`src/rtl/lksm_pkg.sv`:
```
// lksm_pkg: shared codes and defaults for the lamport k-slot mutex node
// no dependencies
`timescale 1ns / 1ps
package lksm_pkg;

	localparam int MAX_NODES_DEF  = 16;
	localparam int CLOCK_BITS_DEF = 32;

	// input modes
	localparam logic [2:0] MODE_LREQ = 3'd0;
	localparam logic [2:0] MODE_RREQ = 3'd1;
	localparam logic [2:0] MODE_RACK = 3'd2;
	localparam logic [2:0] MODE_RREL = 3'd3;
	localparam logic [2:0] MODE_LREL = 3'd4;

	// outgoing message kinds
	localparam logic [1:0] KIND_NONE = 2'd0;
	localparam logic [1:0] KIND_REQ  = 2'd1;
	localparam logic [1:0] KIND_ACK  = 2'd2;
	localparam logic [1:0] KIND_REL  = 2'd3;

	// configuration register indexes
	localparam logic [1:0] REG_OWN_ID     = 2'd0;
	localparam logic [1:0] REG_NODE_COUNT = 2'd1;
	localparam logic [1:0] REG_SLOT_COUNT = 2'd2;

	localparam logic [4:0] ACK_SAT   = 5'd31;
	localparam logic [4:0] AHEAD_SAT = 5'd31;

endpackage

```
`src/rtl/lamport_k_slot_mutex_node_core.sv`:
```
// lamport_k_slot_mutex_node_core: one node of lamport-ordered mutual exclusion over k slots
// depends on lksm_pkg
`timescale 1ns / 1ps
// A beat is taken when start is high and busy is low; busy then stays high until the
// result is out. Each beat runs through the merge, increment, table-write and own-read
// states; when this node's own request is pending, it then scans the first
// min(node_count, MAX_NODES) entries of the request table, one per cycle on a single
// timestamp comparator, before the finish state. The shared saturating clock incrementer
// runs in the merge state and again, for a remote request only, in the increment state. The
// result is shown for exactly one cycle with done high and cannot be held off by the receiver.
module lamport_k_slot_mutex_node_core
	import lksm_pkg::*;
#(
	parameter int MAX_NODES  = MAX_NODES_DEF,
	parameter int CLOCK_BITS = CLOCK_BITS_DEF
) (
	input  logic        clk,
	input  logic        arst_n,
	input  logic        cfg_we,
	input  logic [1:0]  cfg_index,
	input  logic [4:0]  cfg_wdata,
	input  logic        start,
	output logic        busy,
	input  logic [2:0]  mode,
	input  logic [3:0]  peer,
	input  logic [31:0] peer_clock,
	output logic        done,
	output logic [1:0]  send_kind,
	output logic [3:0]  send_dest,
	output logic [31:0] send_clock,
	output logic        may_enter,
	output logic [4:0]  ahead_count
);

	localparam int IW = $clog2(MAX_NODES);
	localparam int LW = $clog2(MAX_NODES + 1);
	localparam int CB = CLOCK_BITS;
	localparam logic [63:0] CLK_MAX64 = (64'd1 << CLOCK_BITS) - 64'd1;

	localparam logic [2:0] ST_IDLE = 3'd0;
	localparam logic [2:0] ST_MRG  = 3'd1;
	localparam logic [2:0] ST_INC  = 3'd2;
	localparam logic [2:0] ST_WR   = 3'd3;
	localparam logic [2:0] ST_OWN  = 3'd4;
	localparam logic [2:0] ST_MINE = 3'd5;
	localparam logic [2:0] ST_SCAN = 3'd6;
	localparam logic [2:0] ST_FIN  = 3'd7;

	logic [2:0]    st_q;
	logic [3:0]    own_id_q;
	logic [4:0]    node_count_q;
	logic [4:0]    slot_count_q;
	logic [CB-1:0] clk_q;
	logic [4:0]    acks_q;
	logic [MAX_NODES-1:0] vld_q;

	logic [2:0]    mode_q;
	logic [3:0]    peer_q;
	logic [CB-1:0] pc_q;
	logic [CB-1:0] mine_q;
	logic [IW:0]   idx_q;
	logic [IW:0]   tag_q;
	logic [4:0]    ahead_q;

	logic [CB-1:0] mem [MAX_NODES];
	logic [CB-1:0] rd_q;

	logic          done_q;
	logic [1:0]    kind_q;
	logic [3:0]    dest_q;
	logic [31:0]   sclk_q;
	logic          enter_q;
	logic [4:0]    ahead_out_q;

	logic [LW-1:0] lim_w;
	logic          own_in_w, peer_in_w, own_act_w;
	logic [IW-1:0] own_idx_w, peer_idx_w, ra_w, wa_w;
	logic          we_w;
	logic [CB-1:0] wd_w;
	logic [CB-1:0] pc_sat_w, op_w, inc_w;
	logic          recv_w;
	logic          hit_w;
	logic          last_w;
	logic [4:0]    need_w;
	logic [31:0]   sclk_w;
	logic          enter_w;

	assign lim_w      = (32'(node_count_q) < 32'(MAX_NODES)) ? LW'(node_count_q) : LW'(MAX_NODES);
	assign own_in_w   = 32'(own_id_q) < 32'(lim_w);
	assign peer_in_w  = (32'(peer_q) < 32'(lim_w)) && (peer_q != own_id_q);
	assign own_idx_w  = IW'(own_id_q);
	assign peer_idx_w = IW'(peer_q);
	assign own_act_w  = own_in_w && vld_q[own_idx_w];

	assign pc_sat_w = (64'(peer_clock) > CLK_MAX64) ? {CB{1'b1}} : CB'(peer_clock);

	// shared saturating incrementer
	assign recv_w = (mode_q == MODE_RREQ) || (mode_q == MODE_RACK) || (mode_q == MODE_RREL);
	assign op_w   = ((st_q == ST_MRG) && recv_w && (pc_q > clk_q)) ? pc_q : clk_q;
	assign inc_w  = (op_w == {CB{1'b1}}) ? op_w : op_w + CB'(1);

	// table port
	assign we_w = (st_q == ST_WR) &&
		(((mode_q == MODE_LREQ) && own_in_w) || ((mode_q == MODE_RREQ) && peer_in_w));
	assign wa_w = (mode_q == MODE_LREQ) ? own_idx_w : peer_idx_w;
	assign wd_w = (mode_q == MODE_LREQ) ? clk_q : pc_q;
	assign ra_w = (st_q == ST_OWN) ? own_idx_w : idx_q[IW-1:0];

	// one comparator over the table
	assign hit_w = (32'(tag_q) < 32'(lim_w)) && (32'(tag_q) != 32'(own_id_q)) &&
		vld_q[tag_q[IW-1:0]] &&
		((rd_q < mine_q) || ((rd_q == mine_q) && (32'(tag_q) < 32'(own_id_q))));
	assign last_w = (32'(tag_q) + 32'd1) >= 32'(lim_w);

	assign need_w  = (node_count_q != 5'd0) ? node_count_q - 5'd1 : 5'd0;
	assign enter_w = own_act_w && (acks_q >= need_w) && (ahead_q < slot_count_q);
	assign sclk_w  = (64'(clk_q) > 64'h0000_0000_FFFF_FFFF) ? 32'hFFFF_FFFF : 32'(clk_q);

	always_ff @(posedge clk) begin
		if (we_w) begin
			mem[wa_w] <= wd_w;
		end
		rd_q <= mem[ra_w];
	end

	always_ff @(posedge clk or negedge arst_n) begin
		if (!arst_n) begin
			own_id_q     <= 4'd0;
			node_count_q <= 5'd16;
			slot_count_q <= 5'd1;
		end else if (cfg_we) begin
			unique case (cfg_index)
				REG_OWN_ID:     own_id_q     <= cfg_wdata[3:0];
				REG_NODE_COUNT: node_count_q <= cfg_wdata;
				REG_SLOT_COUNT: slot_count_q <= cfg_wdata;
				default: ;
			endcase
		end
	end

	always_ff @(posedge clk or negedge arst_n) begin
		if (!arst_n) begin
			st_q    <= ST_IDLE;
			clk_q   <= '0;
			acks_q  <= 5'd0;
			vld_q   <= '0;
			idx_q   <= '0;
			tag_q   <= '0;
			ahead_q <= 5'd0;
			done_q  <= 1'b0;
		end else begin
			done_q <= 1'b0;
			unique case (st_q)
				ST_IDLE: begin
					if (start) begin
						st_q    <= ST_MRG;
						idx_q   <= '0;
						ahead_q <= 5'd0;
					end
				end
				ST_MRG: begin
					if (mode_q <= MODE_LREL) begin
						clk_q <= inc_w;
					end
					st_q <= ST_INC;
				end
				ST_INC: begin
					if (mode_q == MODE_RREQ) begin
						clk_q <= inc_w;
					end
					st_q <= ST_WR;
				end
				ST_WR: begin
					unique case (mode_q)
						MODE_LREQ: begin
							acks_q <= 5'd0;
							if (own_in_w) vld_q[own_idx_w] <= 1'b1;
						end
						MODE_RREQ: if (peer_in_w) vld_q[peer_idx_w] <= 1'b1;
						MODE_RACK: if (acks_q != ACK_SAT) acks_q <= acks_q + 5'd1;
						MODE_RREL: if (peer_in_w) vld_q[peer_idx_w] <= 1'b0;
						MODE_LREL: if (own_in_w) vld_q[own_idx_w] <= 1'b0;
						default: ;
					endcase
					st_q <= ST_OWN;
				end
				ST_OWN: begin
					st_q <= own_act_w ? ST_MINE : ST_FIN;
				end
				ST_MINE: begin
					tag_q <= idx_q;
					idx_q <= idx_q + (IW+1)'(1);
					st_q  <= ST_SCAN;
				end
				ST_SCAN: begin
					if (hit_w && (ahead_q != AHEAD_SAT)) begin
						ahead_q <= ahead_q + 5'd1;
					end
					tag_q <= idx_q;
					idx_q <= idx_q + (IW+1)'(1);
					if (last_w) begin
						st_q <= ST_FIN;
					end
				end
				ST_FIN: begin
					done_q <= 1'b1;
					st_q   <= ST_IDLE;
				end
				default: st_q <= ST_IDLE;
			endcase
		end
	end

	// beat payload and result registers
	always_ff @(posedge clk) begin
		if ((st_q == ST_IDLE) && start) begin
			mode_q <= mode;
			peer_q <= peer;
			pc_q   <= pc_sat_w;
		end
		if (st_q == ST_MINE) begin
			mine_q <= rd_q;
		end
		if (st_q == ST_FIN) begin
			enter_q     <= enter_w;
			ahead_out_q <= ahead_q;
			dest_q      <= 4'd0;
			sclk_q      <= 32'd0;
			priority case (mode_q)
				MODE_LREQ: begin
					kind_q <= KIND_REQ;
					sclk_q <= sclk_w;
				end
				MODE_RREQ: begin
					kind_q <= KIND_ACK;
					dest_q <= peer_q;
					sclk_q <= sclk_w;
				end
				MODE_LREL: begin
					kind_q <= KIND_REL;
					sclk_q <= sclk_w;
				end
				default: kind_q <= KIND_NONE;
			endcase
		end
	end

	assign busy        = (st_q != ST_IDLE);
	assign done        = done_q;
	assign send_kind   = kind_q;
	assign send_dest   = dest_q;
	assign send_clock  = sclk_q;
	assign may_enter   = enter_q;
	assign ahead_count = ahead_out_q;

endmodule

```
`config.mk`:
```
export PLATFORM = sky130hd
export DESIGN_NAME = lamport_k_slot_mutex_node_core
export DESIGN_NICKNAME = d
export VERILOG_FILES = /design/src/rtl/lksm_pkg.sv /design/src/rtl/lamport_k_slot_mutex_node_core.sv
export SDC_FILE = /design/constraint.sdc
export NUM_CORES = 1
export LEC_CHECK = 0
export ABC_CLOCK_PERIOD_IN_PS = 14400
export BUFFER_PORTS_ARGS = -buffer_cell sky130_fd_sc_hd__buf_2
export CORE_ASPECT_RATIO = 0.6
export CORE_MARGIN = 2
export CORE_UTILIZATION = 35
export CTS_CLUSTER_SIZE = 12
export DETAILED_ROUTE_END_ITERATION = 7
export GPL_ROUTABILITY_DRIVEN = 0
export GPL_TIMING_DRIVEN = 0
export PLACE_DENSITY = 0.5
export SETUP_SLACK_MARGIN = 0.1
export SKIP_LAST_GASP = 1
export SYNTH_ARGS = -nofsm -noshare
export SYNTH_HDL_FRONTEND = slang
export SYNTH_SLANG_ARGS = --single-unit
```
`constraint.sdc`:
```
create_clock -name clk -period 14.4 [get_ports clk]
set_input_delay 0.72 -clock clk [delete_from_list [all_inputs] [get_ports clk]]
set_output_delay 0.72 -clock clk [all_outputs]
set_load 0.005 [all_outputs]
```
# Yosys cells after proc, flatten, opt, wreduce, memory -nomap -nowiden
# Memory sizes are Yosys's and may differ from the RTL's. A register that Yosys moved wholly into a read port is not among the register bits.
# Cells that the tools add are included.
# op_classes
magnitude_cmp	16
bitwise_logic	6
n_reduce_logical	42
eq_ne	29
n_mux	37
add_sub_neg	6
# op_table
operator	count
32-bit two-way mux	5
16-bit two-way mux	4
16-bit case mux with 4 select lines	1
32-bit case mux with 2 select lines	1
32-bit by 1-bit adder with 32-bit output, second input constant	1
16-bit bitwise AND	2
32-bit == test	1
32-bit == test, second input constant	1
32-bit > comparator	1
32-bit < comparator	1
16-bit inverter	2
16-bit bitwise OR	2
5-bit case mux with 2 select lines	3
5-bit two-way mux	5
3-bit case mux with 8 select lines	1
1-bit logical AND	17
2-bit inequality test, second input constant	8
5-bit by 1-bit adder with 5-bit output, second input constant	3
3-bit == test, second input constant	5
4-bit by 5-bit < comparator with 1-bit output, second input constant	3
3-bit by 2-bit == test with 1-bit output, second input constant	4
4-bit by 5-bit < comparator with 1-bit output	2
5-bit < comparator	2
5-bit inequality test, second input constant	2
other kinds (33)	59
# word_totals
output_inout_bits	46
ramBits	512
ff_bits	201
elab_cells	157
inputBits	50
mem_count	1
# memory_table
memory	words	word_bits	rd	rd_ports_with_merged_regs	write_ports	line_no	rtl
mem	16	32	1	1	1	lamport_k_slot_mutex_node_core.sv:65	logic [CB-1:0] mem [MAX_NODES];

# Logic depth before layout (Yosys ltp)
# logic_depth
ltp_word	10
ltp_mapped	22
mapped_depth_nobuf	18

# Worst setup path before layout
# No wires, ideal clock.
# synth_path
kind	register -> register
start	register clk_q[31]
end	register clk_q[11]
path_stages_with_launch	23
path_buffers	4
slack_ps	9891
arrival_ps	4409
period_less_slack_ps	4509
cell_sequence	dfrtp_1 clkbuf_1 inv_1 ha_1 nand4_2 or4_1 o211ai_1 a31oi_2 nor2_4 buf_4 buf_2 nand2_1 o21ai_0 ha_1 nand2_1 nor4_1 a41oi_1 buf_2 nor2b_1 and3_1 mux2i_1 a211oi_1 a311oi_1
# synth_between
elab_chain_cells	7
elab_cells_between_ends	9
cone_classes	1 x add/sub; 1 x order compare; 1 x eq/ne; 5 x mux; 1 x reduce/logical
# synth_lines
item	line_no	rtl
start: declaration	lamport_k_slot_mutex_node_core.sv:53	logic [CB-1:0] clk_q;
start signal: assignment	lamport_k_slot_mutex_node_core.sv:163	clk_q <= inc_w;
start signal: assignment	lamport_k_slot_mutex_node_core.sv:169	clk_q <= inc_w;
32-bit > comparator	lamport_k_slot_mutex_node_core.sv:99	assign op_w = ((st_q == ST_MRG) && recv_w && (pc_q > clk_q)) ? pc_q : clk_q;
1-bit logical AND	lamport_k_slot_mutex_node_core.sv:99	
32-bit two-way mux *	lamport_k_slot_mutex_node_core.sv:99	
32-bit by 1-bit adder with 32-bit output / 32-bit == test (equally long branches)	lamport_k_slot_mutex_node_core.sv:100	assign inc_w = (op_w == {CB{1'b1}}) ? op_w : op_w + CB'(1);
32-bit two-way mux *	lamport_k_slot_mutex_node_core.sv:100	
32-bit two-way mux (on tied branches)	lamport_k_slot_mutex_node_core.sv:168, lamport_k_slot_mutex_node_core.sv:162	
32-bit case mux with 2 select lines *	lamport_k_slot_mutex_node_core.sv:153	unique case (st_q)
# Every way passes the cells marked *; elsewhere a longest branch is shown, timed or not. The select of a mux whose other input is x is not followed.
# A chain may end at the register's enable or synchronous reset.

# Worst setup path in the final report
# layout_path
start	register clk_q[14]
end	register clk_q[11]
# The elaborated chain is that of the path after synthesis.

==> impl_metrics.py <==
metrics = {
    "route": {
        "drc": 0,
        "dr.pass1.iters": 6,
        "vias": 21100,
        "postRouteAntennaNets": 0,
        "drt-total-wl_mm": 96.8,
        "avgRoutedWirePerCell_microns": 25.9,
        "drtIter0Drc": 2926,
        "routed_via_density": 5.65,
    },
    "placed_design": {
        "pre_cts_ws_ns": 7.64,
        "hpwl_mm": 69.0,
        "placed_area_sq_um": 35600,
        "port_buffers": 95,
    },
    "clock_tree": {
        "cts_tree": "yes",
        "post_cts_buffers": 0,
        "ctsResizeCount": 0,
        "cts_max_level": 3,
        "cts_buffers": 75,
        "clk_latency_ns": 0.66,
        "clk_pin_slew_worst_paths_ns": 0.08,
        "cts-root-buf": "clkbuf_16",
        "cts_sinks": 745,
        "clockBufferDepth": 3,
    },
    "layout": {
        "seqCellArea_sq_um": 21600,
        "design_area_sq_um": 38000,
        "multi_input_comb_area_sq_um": 10700,
        "fillers": 8611,
        "syn_to_final_growth_pct": 14.7,
        "finalNetCount": 2580,
        "final_common_cell": "edfxtp_1",
        "final_cell_mix": "edfxtp_1, nand2_1, mux4_2, buf_2, clkbuf_1",
        "drive_gt1_share_pct": 19.3,
    },
    "power": {
        "powerDensity_nw_per_um2": 181,
        "p_total_mw": 6.86,
        "leakage_nw": 13.1,
        "vdd_drop_max_mv": 0.0839,
    },
    "timing": {
        "worst_pin_slew_ns": 1.44,
        "finalSetupViolations": 0,
        "rsz0062_at_grt": "false",
        "fin_tns_setup_ns": 0,
        "slew_headroom_pct": 3.82,
        "fmax_ghz": 0.138,
        "drv_slew": 0,
        "hold_ws_ns": 0.228,
        "final.setup_skew_ns": 0.0304,
        "finalHoldViolations": 0,
        "layout_setup_ws_ns": 7.13,
        "period_minus_slack_ns": 7.27,
        "fin_crit_sh_pct": 50.5,
    },
    "setup_path": {
        "r2r-start": "clk_q[14]",
        "crit_arrival_ns": 7.81,
        "cpPeakStageDelay_ns": 0.78,
        "endpoint_kind": "register",
        "crit_fanout": 10,
        "crit_required_ns": 14.94,
        "startpoint": "clk_q[14]",
        "cp_cell_sequence": "clkbuf_1 -> inv_1 -> ha_1 -> nand4_1 -> or4_1 -> o211ai_1 -> a31oi_2 -> nor2_4 -> buf_4 -> buf_2 -> nand2_1 -> o21ai_0 -> ha_1 -> nand2_1 -> nor4_1 -> a41oi_1 -> buf_2 -> nor2b_1 -> and3_1 -> mux2i_1 -> a211oi_1 -> a311oi_1",
        "crit_slowest_cell": "nor4_1",
        "critical_path_class": "reg -> reg",
        "crit_path_start_kind": "register",
    },
    "die": {
        "die_x_microns": 401,
        "core_area_sq_um": 93800,
        "ios": 96,
        "rows": 87,
        "die-area_sq_um": 97100,
        "initial_core_util_pct": 35.3,
        "die_h_microns": 242,
    },
    "logic_synthesis": {
        "synth_area_sq_um": 33100,
        "syn-num-nets": 2382,
        "ys_seq_elements": 745,
        "ys_types": 69,
        "yosys_warnings": 0,
        "synthFlopType": "edfxtp_1",
        "synth-edff-count": 627,
        "syn_inst": 2231,
        "yosysSeqAreaShare_pct": 65.3,
        "synth.avg_cell_area_sq_um": 14.8,
        "synthArstFlopShare_pct": 11.5,
    },
    "grt": {
        "grt_pass1_vias": 20400,
        "grt_max_degree": 56,
        "antenna_found_initial": 7,
        "grt.total_usage_pct": 19.8,
        "grt_pass1_wl_mm": 142,
        "grt-ovfl-total": 0,
    },
    "min_path": {
        "hp-start": "peer_clock[1]",
        "hp-class": "in -> reg",
    },
    "outcome": {
        "status": "complete, no violations",
    },
    "job": {
        "cap_violations": 0,
    },
}
## timing repair
| item | CTS | global route |
|---|---|---|
| hold buffers | 1 | 0 |
| endpoints found under the setup margin | 0 | 0 |
| hold endpoints to repair | 29 | 0 |
## cell usage after synthesis, types with 32 or more instances
| master | instances | area [sq um] |
|---|---|---|
| edfxtp_1 | 627 | 18800 |
| and3_1 | 34 | 213 |
| o21ai_0 | 74 | 370 |
| a31oi_1 | 36 | 225 |
| a21oi_1 | 99 | 495 |
| mux4_2 | 138 | 3110 |
| and2_1 | 77 | 482 |
| inv_1 | 86 | 323 |
| nand4_1 | 42 | 263 |
| clkbuf_1 | 67 | 251 |
| nor2_1 | 88 | 330 |
| dfrtp_1 | 84 | 2100 |
| ha_1 | 101 | 1260 |
| nand3_1 | 80 | 400 |
| nand2_1 | 170 | 638 |
| a211oi_1 | 42 | 315 |
| mux2_2 | 55 | 619 |
| dfxtp_1 | 32 | 641 |
## per-layer routing
layer / GRT usage [%] / routed length, microns / up-vias / share of wire [%]
met5: 0 / 0 / - / 0
met4: 3.82 / 1350 / 0 / 1.4
met3: 5.72 / 10200 / 107 / 11
met2: 25.9 / 37700 / 995 / 39
met1: 32.1 / 47600 / 10900 / 49
li1: - / - / 9104 / -
## registers in the layout, indices dropped and copies added, names as in the netlist, 3 cells and up
| signal | count |
|---|---|
| mem | 512 |
| clk_q | 32 |
| mine_q | 32 |
| pc_q | 32 |
| rd_q | 32 |
| send_clock | 32 |
| vld_q | 16 |
| acks_q | 5 |
| ahead_count | 5 |
| ahead_q | 5 |
| idx_q | 5 |
| node_count_q | 5 |
| slot_count_q | 5 |
| tag_q | 5 |
| own_id_q | 4 |
| peer_idx_w | 4 |
| send_dest | 4 |
| mode_q | 3 |
| st_q | 3 |
## worst max-delay path: cells and delay by family (launching register included)
family	cells	cell delay, ns
muxes	1	0.13
and+or+nand+nor	8	3.02
buffers and inverters	5	1.33
adders and majority gates	2	0.63
DFF	1	0.32
AOI/OAI and AO/OA	6	1.67
## kinds of logic (layout without fill, tap and decap cells)
| group | count (synthesis) | in the layout | synth area share, % |
|---|---|---|---|
| xor+xnor | 17 | 17 | 0.450 |
| other cells | 0 | 1 | 0 |
| simple gates | 614 | 614 | 9.57 |
| compound gates | 340 | 340 | 6.47 |
| fa+ha+maj | 101 | 101 | 3.82 |
| mux | 216 | 216 | 12.0 |
| flops | 745 | 745 | 65.3 |
| buf+inv | 198 | 453 | 2.42 |
## where the power goes
| group | internal [mW] | switching [mW] |
|---|---|---|
| Sequential | 2.62 | 0.205 |
| Clock | 1.06 | 0.850 |
| Combinational | 0.825 | 1.30 |
## through the flow
step	std cells	util [%]
after global routing	3732	40.5
after global placement	3572	37.5
after detailed placement	3597	38.0
final	3733	40.5
after CTS	3732	40.5
after floorplan	2231	-
## area by class of cell
type / instances / share of cell area [%]
Antenna cell: 1 / 0.00659
Clock buffer: 119 / 5.49
Inverter: 86 / 0.850
Buffer: 112 / 1.26
Clock inverter: 15 / 0.610
Timing Repair Buffer: 121 / 2.48
Sequential cell: 745 / 57.0
Multi-Input combinational cell: 1288 / 28.2
Tap cell: 1246 / 4.11
## final timing paths
| check | to | slack (ns) | cells after the start |
|---|---|---|---|
| worst max-delay path | clk_q[11] | 7.13 | 22 |
| worst min register to register | mine_q[20] | 0.43 | 0 |
| max in group asynchronous | clk_q[13] | 13.11 | 3 |
| worst max register to register | clk_q[11] | 7.13 | 22 |
| min in group asynchronous | acks_q[4] | 0.55 | 2 |
| worst min-delay path | pc_q[1] | 0.23 | 1 |
No activity file was read; power rests on OpenSTA's default activity.
